==> src/rtl/rwst_pkg.sv <==
// rwst_pkg: shared types and constants for the raycast wall stripe texturer.
// No dependencies.
`default_nettype none
package rwst_pkg;

  localparam int unsigned CfgIdxW = 3;
  localparam int unsigned TexSzW  = 11;
  localparam int unsigned LhMax   = 24'hFFFFFF;

  typedef enum logic [2:0] {
    REG_EAST_WIDTH   = 3'd0,
    REG_EAST_HEIGHT  = 3'd1,
    REG_WEST_WIDTH   = 3'd2,
    REG_WEST_HEIGHT  = 3'd3,
    REG_SOUTH_WIDTH  = 3'd4,
    REG_SOUTH_HEIGHT = 3'd5,
    REG_NORTH_WIDTH  = 3'd6,
    REG_NORTH_HEIGHT = 3'd7
  } cfg_reg_e;

  typedef enum logic [1:0] {
    TEX_EAST  = 2'd0,
    TEX_WEST  = 2'd1,
    TEX_SOUTH = 2'd2,
    TEX_NORTH = 2'd3
  } tex_sel_e;

  // Divider handshake between the sequencer and the shared divider.
  typedef struct packed {
    logic        start;
    logic [39:0] dividend;
    logic [23:0] divisor;
  } div_req_t;

  typedef struct packed {
    logic        done;
    logic [39:0] quotient;
  } div_rsp_t;

endpackage
`default_nettype wire

==> src/rtl/rwst_divider.sv <==
// rwst_divider: restoring divider, one quotient bit per cycle, 40 / 24 bits.
// Depends on rwst_pkg.
`default_nettype none
module rwst_divider
  import rwst_pkg::*;
(
  input  wire logic     clk_i,
  input  wire logic     rst_ni,
  input  wire div_req_t req_i,
  output div_rsp_t      rsp_o
);

  logic [39:0] quo_q, quo_d;
  logic [24:0] rem_q, rem_d;
  logic [23:0] dsr_q, dsr_d;
  logic [5:0]  cnt_q, cnt_d;
  logic        busy_q, busy_d;
  logic        done_q, done_d;
  logic [24:0] trial;

  always_comb begin
    quo_d  = quo_q;
    rem_d  = rem_q;
    dsr_d  = dsr_q;
    cnt_d  = cnt_q;
    busy_d = busy_q;
    done_d = 1'b0;
    trial  = {rem_q[23:0], quo_q[39]};
    if (req_i.start) begin
      quo_d  = req_i.dividend;
      rem_d  = '0;
      dsr_d  = req_i.divisor;
      cnt_d  = 6'd40;
      busy_d = 1'b1;
    end else if (busy_q) begin
      if (trial >= {1'b0, dsr_q}) begin
        rem_d = trial - {1'b0, dsr_q};
        quo_d = {quo_q[38:0], 1'b1};
      end else begin
        rem_d = trial;
        quo_d = {quo_q[38:0], 1'b0};
      end
      cnt_d = cnt_q - 6'd1;
      if (cnt_q == 6'd1) begin
        busy_d = 1'b0;
        done_d = 1'b1;
      end
    end
  end

  always_ff @(posedge clk_i or negedge rst_ni) begin
    if (!rst_ni) begin
      busy_q <= 1'b0;
      done_q <= 1'b0;
      cnt_q  <= '0;
    end else begin
      busy_q <= busy_d;
      done_q <= done_d;
      cnt_q  <= cnt_d;
    end
  end

  always_ff @(posedge clk_i) begin
    quo_q <= quo_d;
    rem_q <= rem_d;
    dsr_q <= dsr_d;
  end

  assign rsp_o.done     = done_q;
  assign rsp_o.quotient = quo_q;

  done_single_pulse: assert property (@(posedge clk_i) disable iff (!rst_ni)
    done_q |=> !done_q) else $error("divider done held");
  start_sets_busy: assert property (@(posedge clk_i) disable iff (!rst_ni)
    req_i.start |=> busy_q) else $error("divider not busy after start");
  done_from_busy: assert property (@(posedge clk_i) disable iff (!rst_ni)
    done_q |-> $past(busy_q)) else $error("divider done without work");

endmodule
`default_nettype wire

==> src/rtl/raycast_wall_stripe_texturer.sv <==
// raycast_wall_stripe_texturer: column setup and per-pixel texel requests.
// Depends on rwst_pkg and rwst_divider.
// Pixel tick: result registered the next cycle after acceptance; one tick per cycle
//   while no column setup is running and the output is not stalled.
// Column item: input stalled from acceptance until setup ends (hit, texture column,
//   line-height division, rows, texture-step division, start position); a zero wall
//   distance skips the first division, a zero line height ends after rows. No result.
// Reset: span inactive, held state cleared, texture size registers at 64.
`default_nettype none
module raycast_wall_stripe_texturer
  import rwst_pkg::*;
#(
  parameter int unsigned SCREEN_HEIGHT = 512
) (
  input  wire logic        clk_i,
  input  wire logic        rst_ni,
  input  wire logic        in_valid,
  output logic             in_stall,
  input  wire logic        kind_i,
  input  wire logic [9:0]  column_i,
  input  wire logic        side_i,
  input  wire logic        step_x_positive_i,
  input  wire logic        step_y_positive_i,
  input  wire logic signed [17:0] dir_x_i,
  input  wire logic signed [17:0] dir_y_i,
  input  wire logic [23:0] pos_x_i,
  input  wire logic [23:0] pos_y_i,
  input  wire logic [23:0] wall_distance_i,
  input  wire logic        cfg_valid,
  output logic             cfg_ready,
  input  wire logic [CfgIdxW-1:0] cfg_index_i,
  input  wire logic [TexSzW-1:0]  cfg_data_i,
  output logic             out_valid,
  input  wire logic        out_stall,
  output logic [9:0]       out_column_o,
  output logic [9:0]       out_row_o,
  output logic [1:0]       texture_select_o,
  output logic [9:0]       texel_column_o,
  output logic [9:0]       texel_row_o,
  output logic             last_pixel_o
);

  localparam int unsigned Half = SCREEN_HEIGHT / 2;
  localparam logic [39:0] LhNum = 40'(SCREEN_HEIGHT) << 16;

  typedef enum logic [6:0] {
    ST_IDLE  = 7'b0000001,
    ST_HIT   = 7'b0000010,
    ST_TXC   = 7'b0000100,
    ST_LHDIV = 7'b0001000,
    ST_ROWS  = 7'b0010000,
    ST_STDIV = 7'b0100000,
    ST_POS   = 7'b1000000
  } state_e;

  state_e state_q, state_d;

  logic [TexSzW-1:0] tex_w_q [4];
  logic [TexSzW-1:0] tex_h_q [4];

  logic        span_active_q;
  logic [9:0]  held_column_q, current_row_q, end_row_q, held_texel_column_q;
  logic [1:0]  held_texture_q;
  logic [31:0] texture_position_q, texture_step_q;

  // column setup operands
  logic        c_side_q, c_mirror_q;
  logic [1:0]  c_sel_q;
  logic [9:0]  c_col_q;
  logic [23:0] c_wd_q;
  logic [31:0] c_frac_q;
  logic [23:0] c_lh_q;
  logic [10:0] c_ds_q;
  logic [10:0] c_de_q;
  logic [31:0] c_off_q;
  logic signed [17:0] dir_x_q, dir_y_q;
  logic [23:0] pos_x_q, pos_y_q;

  div_req_t div_req;
  div_rsp_t div_rsp;

  rwst_divider u_div (
    .clk_i  (clk_i),
    .rst_ni (rst_ni),
    .req_i  (div_req),
    .rsp_o  (div_rsp)
  );

  logic in_acc, out_acc, tick_fire;
  assign in_stall  = (state_q != ST_IDLE) || (out_valid && out_stall);
  assign in_acc    = in_valid && !in_stall;
  // setup reads the size registers, so writes wait for idle
  assign cfg_ready = (state_q == ST_IDLE);
  assign out_acc   = out_valid && !out_stall;
  assign tick_fire = in_acc && kind_i && span_active_q;

  // hit coordinate, 24x18 multiply
  logic signed [41:0] hit_prod;
  logic signed [47:0] hit_sum;
  logic [42:0] txc_prod;
  logic [10:0] tw;
  logic [10:0] txc_raw, txc_fin;
  logic [31:0] pos_prod;
  logic [23:0] lh_sat;
  logic [24:0] half_lh;

  assign tw       = tex_w_q[c_sel_q];
  assign hit_prod = $signed({1'b0, c_wd_q}) * (c_side_q ? $signed(dir_x_q) : $signed(dir_y_q));
  assign hit_sum  = $signed({8'd0, c_side_q ? pos_x_q : pos_y_q, 16'd0}) + 48'(hit_prod);
  assign txc_prod = {11'd0, c_frac_q} * {32'd0, tw};
  assign txc_raw  = txc_prod[42:32];
  assign txc_fin  = (tw != '0 && c_mirror_q) ? tw - txc_raw - 11'd1 : txc_raw;
  // only the low 32 bits of the start position are kept
  assign pos_prod = c_off_q * texture_step_q;
  assign lh_sat   = (div_rsp.quotient > 40'(LhMax)) ? 24'(LhMax) : div_rsp.quotient[23:0];
  assign half_lh  = {1'b0, c_lh_q[23:1]};

  always_comb begin
    state_d = state_q;
    div_req = '0;
    case (state_q)
      ST_IDLE:  if (in_acc && !kind_i) state_d = ST_HIT;
      ST_HIT:   state_d = ST_TXC;
      ST_TXC: begin
        if (c_wd_q == '0) begin
          state_d = ST_ROWS;
        end else begin
          div_req.start    = 1'b1;
          div_req.dividend = LhNum;
          div_req.divisor  = c_wd_q;
          state_d = ST_LHDIV;
        end
      end
      ST_LHDIV: if (div_rsp.done) state_d = ST_ROWS;
      ST_ROWS: begin
        if (c_lh_q == '0) begin
          state_d = ST_IDLE;
        end else begin
          div_req.start    = 1'b1;
          div_req.dividend = {13'd0, tex_h_q[c_sel_q], 16'd0};
          div_req.divisor  = c_lh_q;
          state_d = ST_STDIV;
        end
      end
      ST_STDIV: if (div_rsp.done) state_d = ST_POS;
      ST_POS:   state_d = ST_IDLE;
      default:  state_d = ST_IDLE;
    endcase
  end

  // tick path
  logic [TexSzW-1:0] th;
  logic [15:0] trow;
  logic [9:0]  trow_fin;
  logic [10:0] next_row;
  logic        is_last;
  assign th       = tex_h_q[held_texture_q];
  assign trow     = texture_position_q[31:16];
  assign next_row = {1'b0, current_row_q} + 11'd1;
  assign is_last  = next_row >= {1'b0, end_row_q};
  always_comb begin
    if (th == '0) trow_fin = '0;
    else if ({5'd0, th} <= trow) trow_fin = (th - 11'd1 > 11'd1023) ? 10'd1023 : 10'(th - 11'd1);
    else trow_fin = (trow > 16'd1023) ? 10'd1023 : trow[9:0];
  end

  logic signed [11:0] ds_s;
  always_comb ds_s = 12'(Half) - $signed({1'b0, half_lh[10:0]});

  always_ff @(posedge clk_i or negedge rst_ni) begin
    if (!rst_ni) begin
      state_q        <= ST_IDLE;
      out_valid      <= 1'b0;
      span_active_q  <= 1'b0;
      held_column_q  <= '0;
      current_row_q  <= '0;
      end_row_q      <= '0;
      held_texture_q <= '0;
      held_texel_column_q <= '0;
      texture_position_q  <= '0;
      texture_step_q      <= '0;
      for (int i = 0; i < 4; i++) begin
        tex_w_q[i] <= 11'd64;
        tex_h_q[i] <= 11'd64;
      end
    end else begin
      state_q <= state_d;
      if (cfg_valid && cfg_ready) begin
        if (cfg_index_i[0]) tex_h_q[cfg_index_i[2:1]] <= cfg_data_i;
        else tex_w_q[cfg_index_i[2:1]] <= cfg_data_i;
      end
      out_valid <= tick_fire || (out_valid && !out_acc);
      if (tick_fire) begin
        texture_position_q <= texture_position_q + texture_step_q;
        current_row_q      <= next_row[9:0];
        if (is_last) span_active_q <= 1'b0;
      end
      if (in_acc && !kind_i) span_active_q <= 1'b0;
      case (state_q)
        ST_TXC: begin
          held_column_q  <= c_col_q;
          held_texture_q <= c_sel_q;
          held_texel_column_q <= (txc_fin > 11'd1023) ? 10'd1023 : txc_fin[9:0];
        end
        ST_ROWS: begin
          texture_step_q     <= '0;
          texture_position_q <= '0;
        end
        ST_POS: begin
          current_row_q      <= c_ds_q[9:0];
          end_row_q          <= c_de_q[9:0];
          texture_step_q     <= texture_step_q;
          texture_position_q <= pos_prod;
          span_active_q      <= c_ds_q < c_de_q;
        end
        default: ;
      endcase
      if (state_q == ST_STDIV && div_rsp.done) texture_step_q <= div_rsp.quotient[31:0];
    end
  end

  // setup datapath registers
  always_ff @(posedge clk_i) begin
    if (in_acc && !kind_i) begin
      c_side_q <= side_i;
      c_sel_q  <= side_i ? (step_y_positive_i ? TEX_SOUTH : TEX_NORTH)
                         : (step_x_positive_i ? TEX_EAST : TEX_WEST);
      c_mirror_q <= side_i ? dir_y_i[17] : (!dir_x_i[17] && dir_x_i != '0);
      c_col_q  <= column_i;
      c_wd_q   <= wall_distance_i;
      dir_x_q  <= dir_x_i;
      dir_y_q  <= dir_y_i;
      pos_x_q  <= pos_x_i;
      pos_y_q  <= pos_y_i;
    end
    if (state_q == ST_HIT) c_frac_q <= hit_sum[31:0];
    if (state_q == ST_TXC && c_wd_q == '0) c_lh_q <= 24'(LhMax);
    if (state_q == ST_LHDIV && div_rsp.done) c_lh_q <= lh_sat;
    if (state_q == ST_ROWS) begin
      // start row clamps at 0, end row at SCREEN_HEIGHT-1
      if (half_lh >= 25'(Half)) c_ds_q <= '0;
      else c_ds_q <= 11'(ds_s);
      if ({1'b0, half_lh} + 26'(Half) >= 26'(SCREEN_HEIGHT))
        c_de_q <= 11'(SCREEN_HEIGHT - 1);
      else c_de_q <= 11'(half_lh) + 11'(Half);
    end
    if (state_q == ST_STDIV && div_rsp.done)
      c_off_q <= 32'({1'b0, c_ds_q}) - 32'(Half) + 32'(half_lh);
  end

  always_ff @(posedge clk_i) begin
    if (tick_fire) begin
      out_column_o     <= held_column_q;
      out_row_o        <= current_row_q;
      texture_select_o <= held_texture_q;
      texel_column_o   <= held_texel_column_q;
      texel_row_o      <= trow_fin;
      last_pixel_o     <= is_last;
    end
  end

  // ST_ROWS with zero line height leaves span inactive via column accept clearing
  busy_blocks_input: assert property (@(posedge clk_i) disable iff (!rst_ni)
    state_q != ST_IDLE |-> in_stall) else $error("input taken during setup");
  no_span_in_setup: assert property (@(posedge clk_i) disable iff (!rst_ni)
    (state_q != ST_IDLE && state_q != ST_POS) |-> !span_active_q)
    else $error("span active during setup");
  stalled_out_holds: assert property (@(posedge clk_i) disable iff (!rst_ni)
    out_valid && out_stall |=> out_valid) else $error("result dropped");

endmodule
`default_nettype wire
==> config.mk <==
export PLATFORM = sky130hd
export DESIGN_NAME = raycast_wall_stripe_texturer
export DESIGN_NICKNAME = d
export VERILOG_FILES = /design/src/rtl/rwst_pkg.sv /design/src/rtl/rwst_divider.sv /design/src/rtl/raycast_wall_stripe_texturer.sv
export SDC_FILE = /design/constraint.sdc
export NUM_CORES = 2
export LEC_CHECK = 0
export BUFFER_PORTS_ARGS = -buffer_cell sky130_fd_sc_hd__buf_2
export CAP_MARGIN = 25
export CORE_ASPECT_RATIO = 1.75
export CORE_MARGIN = 5
export CORE_UTILIZATION = 50
export DETAILED_ROUTE_END_ITERATION = 8
export PLACE_DENSITY_LB_ADDON = 0.3
export REMOVE_ABC_BUFFERS = 1
export SYNTH_ARGS = -nofsm -noshare
export SYNTH_HDL_FRONTEND = slang
export SYNTH_SLANG_ARGS = --single-unit
==> constraint.sdc <==
create_clock -name clk_i -period 8.8 [get_ports clk_i]
set_input_delay 1.32 -clock clk_i [delete_from_list [all_inputs] [get_ports clk_i]]
set_output_delay 1.32 -clock clk_i [all_outputs]
set_load 0.005 [all_outputs]
* After elaboration in Yosys (flattened, before gate mapping) *
Index checks and enable logic that the tools add are counted.

word-level totals
  flip-flop bits (word level) = 558
  bits of input ports = 141
  word-level logic and storage cells = 185

cells by class
  magnitude comparators = 14
  muxes and demuxes = 58
  $add $sub $neg = 13
  bitwise gates (word level) = 4
  multiply operators = 3
  reductions and logical operators = 37
  equal/unequal tests = 12

operators with widths
  operator               count
  $mux 65                2
  $pmux 65 s2            1
  $mux 24                4
  $mux 32                3
  $bwmux 44              2
  $mux 11                8
  $mux 40                2
  $bmux 11 s2            3
  $add 32x32->32         2
  $pmux 32 s2            1
  $mux 10                6
  $logic_not 24->1       2
  $mul 32x11->43         1
  $mul 25x42->32         1
  $mux 42                1
  $pmux 7 s6             1
  $gt 40x24->1 const B   1
  $mul 32x32->32         1
  $add 12x24->25         1
  $ge 25x24->1           1
  $add 23x9->24 const B  1
  $ge 24x10->1 const B   1
  $sub 24x24->24         1
  $ge 23x9->1 const B    1
  other kinds (43)       93

* Logic depth before layout (Yosys ltp) *
  depth after elaboration = 10
  mapped depth = 38

* Hierarchy *
A second synthesis with hierarchy kept.

unflattened totals
  cell total of the unflattened synthesis = 6703
  area, all modules = 66438.7 um2

modules (own cells, without submodules)
  module                        times used  cells an instance  area each (um2)
  raycast_wall_stripe_texturer  1           6247               61272.5
  rwst_divider                  1           456                5166.2

* Worst setup path after synthesis *
No wires, ideal clock.

  path kind = register -> register
  start = register c_sel_q[0]
  end = register held_texel_column_q[9]
  arrival time = 8.349 ns
  period minus slack after synthesis = 8.480 ns
  path slack = 0.320 ns
  cell stages (with the launch flop) = 37
  setup time = 0.131 ns
  path buffers = 3
  data required time = 8.669 ns
  path through = edfxtp_1 buf_6 buf_2 mux4_2 clkbuf_1 nand2_1 fa_1 fa_1 fa_1 inv_1 fa_1 inv_1 fa_1 inv_1 ha_1 nand3_1 nor2_1 and4b_4 o41ai_2 a211oi_1 or4_1 a21oi_1 o21ai_1 xnor2_2 ha_1 fa_1 a21o_1 a21oi_1 o21bai_1 a21oi_1 o21ai_0 o311a_1 nand2_1 xnor2_1 xnor2_1 nor2_2 a21oi_1

on the way
  longest elaborated chain between the ends = 10
  elaborated cells on any way between the ends = 12
  those cells by class = add/sub: 2; mul: 1; order compare: 1; mux: 5; bitwise: 1; reduce/logical: 2

RTL lines
  element                                         RTL line                             RTL
  start: declaration                              raycast_wall_stripe_texturer.sv:68   logic [1:0] c_sel_q;
  start signal: assignment                        raycast_wall_stripe_texturer.sv:226  c_sel_q <= side_i ? (step_y_positive_i ? TEX_SOUTH : TEX_NORTH)
  $not 2->3 (not written as such) (*)             raycast_wall_stripe_texturer.sv:107  assign tw = tex_w_q[c_sel_q];
  $bmux 11 s2 (*)                                 raycast_wall_stripe_texturer.sv:107
  $mux 11 (not written as such) (*) (2 in a row)  raycast_wall_stripe_texturer.sv:107
  $mul 32x11->43                                  raycast_wall_stripe_texturer.sv:110  assign txc_prod = {11'd0, c_frac_q} * {32'd0, tw};
  $sub 11x11->11                                  raycast_wall_stripe_texturer.sv:112  assign txc_fin = (tw != '0 && c_mirror_q) ? tw - txc_raw - 11'd1 : txc_raw;
  $sub 11x1->11                                   raycast_wall_stripe_texturer.sv:112
  $mux 11 (*)                                     raycast_wall_stripe_texturer.sv:112
  $gt 11x10->1                                    raycast_wall_stripe_texturer.sv:203  held_texel_column_q <= (txc_fin > 11'd1023) ? 10'd1023 : txc_fin[9:0];
  $mux 10 (*)                                     raycast_wall_stripe_texturer.sv:203
  end signal: assignment                          raycast_wall_stripe_texturer.sv:203
  end: declaration                                raycast_wall_stripe_texturer.sv:62   logic [9:0] held_column_q, current_row_q, end_row_q, held_texel_column_q;

Every way passes the cells marked *; elsewhere a longest branch is shown, timed or not. The select of a mux whose other input is x is not followed.
A chain may end at the register's enable or synchronous reset.

* Worst setup path in the final report *
Ends and elaborated chain as after synthesis.

==> flow_summary.toml <==
[status]
outcome = "complete, no violations"

[clock_network]
clockBufferDepth = 3
cts-buffers-inserted = 54
cts_htree_levels = 2
cts_tree = "done"
cts.clk_slew.worst_paths_ns = 0.07
cts.sinks = 550
clock_latency_ns = 0.66
clock-root-buffer = "clkbuf_16"

[critical_path]
critical_path.most_common_cell = "fa_1"
startpoint_type = "flip-flop"
r2r_cells = 35
cpPeakStageDelay_ns = 0.55
worstPathArrival_ns = 9.10
ff2ff_setup_slack_ns = 0.28
crit_fanout = 9
required_ns = 9.37
end_kind = "flip-flop"
crit_end = "held_texel_column_q[9]"
worst_r2r_endpoint = "held_texel_column_q[9]"
cp_slowest_cell = "mux4_2"
path_class = "reg -> reg"
crit_start = "c_sel_q[0]"
r2r_start = "c_sel_q[0]"

[logic_synthesis]
ys_seq_area_share_pct = 23.1
synthTopCellsByArea = "fa_1, edfxtp_1, ha_1"
postSynthCellCount = 6726
async_reset_ff_share_pct = 38.4
syn_area_per_cell_sq_um = 9.80
yosysTopAreaCell = "fa_1"
yosys_warnings = 0
synth-seq-cells = 550
ys.flop_type = "edfxtp_1"
synth_top_area_share_pct = 31.9
synthDistinctLibCells = 83
synth-edff-count = 315
syn-cell-area_sq_mm = 0.0659

[timing]
max-slew-margin-rel_pct = 27.9
fin_skew_ns = 0.0477
worstMarginPinSlew_ns = 1.08
clock.fmax_mhz = 117
rsz0062_at_grt = "true"
period_minus_slack_ns = 8.52
finalSetupViolCount = 0
hold_viol = 0
maxSlewViolCount = 0
timing.final.crit_share_pct = 96.9

[cells_and_area]
drive_above_1_share_pct = 9.78
area_delta_synth_final_pct = 8.19
final_cell_mix = "inv_1, nand2_1, fa_1"
final_common_cell = "inv_1"
final_cells = 8544
nets = 8438

[floorplanning]
die_y_um = 490
ioPinCount = 187
die_w_um = 284
start_util_pct = 50.2
num_rows = 176
die_area_sq_mm = 0.139
core_sq_mm = 0.131

[drt]
vias = 47900
drt_wl_total_mm = 180
drtIter0Drc = 2707
via_per_inst = 5.60
wire_per_inst_um = 21.1
antenna_left = 0
drtPass1Iterations = 7
remaining_drc_errors = 0

[placement]
gp_congestion = 0.925
port_buffers = 170
placed_cells = 8409
dp_hpwl_mm = 141

[grt]
grt_pass1_wl_mm = 284
overflow = 0
grt_pass1_vias = 52400
grt_usage_pct = 25.9
antenna_found_initial = 14
grt_max_degree = 152

[min_path]
min_path_type = "reg -> reg"

[job]
drv_cap = 0
-- how the worst min path moves through the flow --
stage	startpoint	endpoint	slack (ns)	depth (start not counted)
3_5_place_dp	c_col_q[5]	held_column_q[5]	0.42	2
5_1_grt	held_column_q[7]	out_column_o[7]	0.45	0
3_3_place_gp	c_col_q[6]	held_column_q[6]	0.42	2
2_1_floorplan	c_col_q[0]	held_column_q[0]	0.41	2
6_report	c_col_q[5]	held_column_q[5]	0.44	2
4_1_cts	c_col_q[3]	held_column_q[3]	0.44	2
-- critical path: cells and delay by family, from the launching register on --
| family | cells | cell delay [ns] |
|---|---|---|
| adder cells (fa/ha/maj) | 8 | 3.42 |
| AO/OA/AOI/OAI | 11 | 1.57 |
| AND/OR/NAND/NOR | 5 | 1.01 |
| buffers and inverters | 7 | 0.94 |
| multiplexers | 1 | 0.55 |
| flip-flops | 1 | 0.48 |
| XOR/XNOR | 3 | 0.48 |
-- Yosys cell counts, types with 28 or more instances --
cell	n
inv_1	1253
xor2_1	80
fa_1	1050
mux2_2	116
a21o_1	58
nor4_1	29
or3_1	35
dfrtp_1	202
nand3_1	42
xnor2_1	166
and3_1	29
mux4_2	33
nor3_1	40
clkbuf_1	292
ha_1	450
nand2_1	1057
edfxtp_1	315
a21oi_1	207
o21ai_0	190
and2_1	458
nor2b_1	28
nor2_1	182
o21a_1	32
-- area by class of cell --
| cell class | instances | area [sq um] |
|---|---|---|
| well taps | 1691 | 2120 |
| multi-input cells | 4604 | 45100 |
| flip-flops and latches | 550 | 15200 |
| clock buffers | 75 | 1590 |
| clock inverters | 27 | 287 |
| fillers | 11500 | 59900 |
| repair buffers | 333 | 2280 |
| inverters | 1254 | 4710 |
| diodes | 10 | 25.0 |
-- registers in the layout, summed over array words and instances, names as in the netlist, 11 cells and up --
name / count
c_frac_q: 32
tex_h_q: 44
c_de_q: 11
c_lh_q: 24
pos_x_q: 16
dir_y_q: 18
texture_position_q: 32
u_div.quo_q: 40
c_wd_q: 24
u_div.dsr_q: 24
tex_w_q: 44
c_ds_q: 11
dir_x_q: 18
c_off_q: 25
u_div.rem_q: 24
texture_step_q: 32
pos_y_q: 16
-- per-layer routing --
metal	vias to the layer above	global-route usage [%]	part of all wire (%)
met5	-	0	0.023
met4	6	16.5	7.8
met3	628	3.42	5.2
met2	1585	46.9	52
met1	24600	28.4	35
li1	21100	-	-
-- logic make-up (layout without fill, tap and decap cells) --
logic type      count (synthesis)  count (layout)  share of synthesized area [%]
fa+ha+maj                    1500            1500                           40.4
flops                         550             550                           23.1
compound gates                679             679                           6.38
xor+xnor                      248             248                           3.33
mux                           166             166                           3.37
simple gates                 2008            2008                           14.4
other cells                     1              13                        0.00569
buf+inv                      1574            1689                           9.00
-- timing repair --
item	CTS	global route
gates resized for setup	1	69
hold buffers	0	0
setup endpoints to repair	9	10
buffers inserted	4	15
gates cloned	0	2
pin swaps	2	43
-- metrics by stage --
| step | worst slack [ns] | hold WS, ns | util [%] | cell area (sq um) | setup TNS [ns] |
|---|---|---|---|---|---|
| after floorplan | -0.565 | 0.415 | - | 64700 | -5.51 |
| after global placement | 0.0834 | 0.418 | 52.4 | 68800 | 0 |
| after detailed placement | -0.0375 | 0.425 | 52.5 | 68900 | -0.245 |
| after CTS | 0.0146 | 0.439 | 53.9 | 70800 | 0 |
| after global routing | -0.0742 | 0.451 | 54.3 | 71300 | -0.549 |
| final | 0.277 | 0.437 | 54.3 | 71300 | 0 |
Power is not shown: default switching activity piles up to over one toggle a cycle in this logic, so the estimate is an artifact.
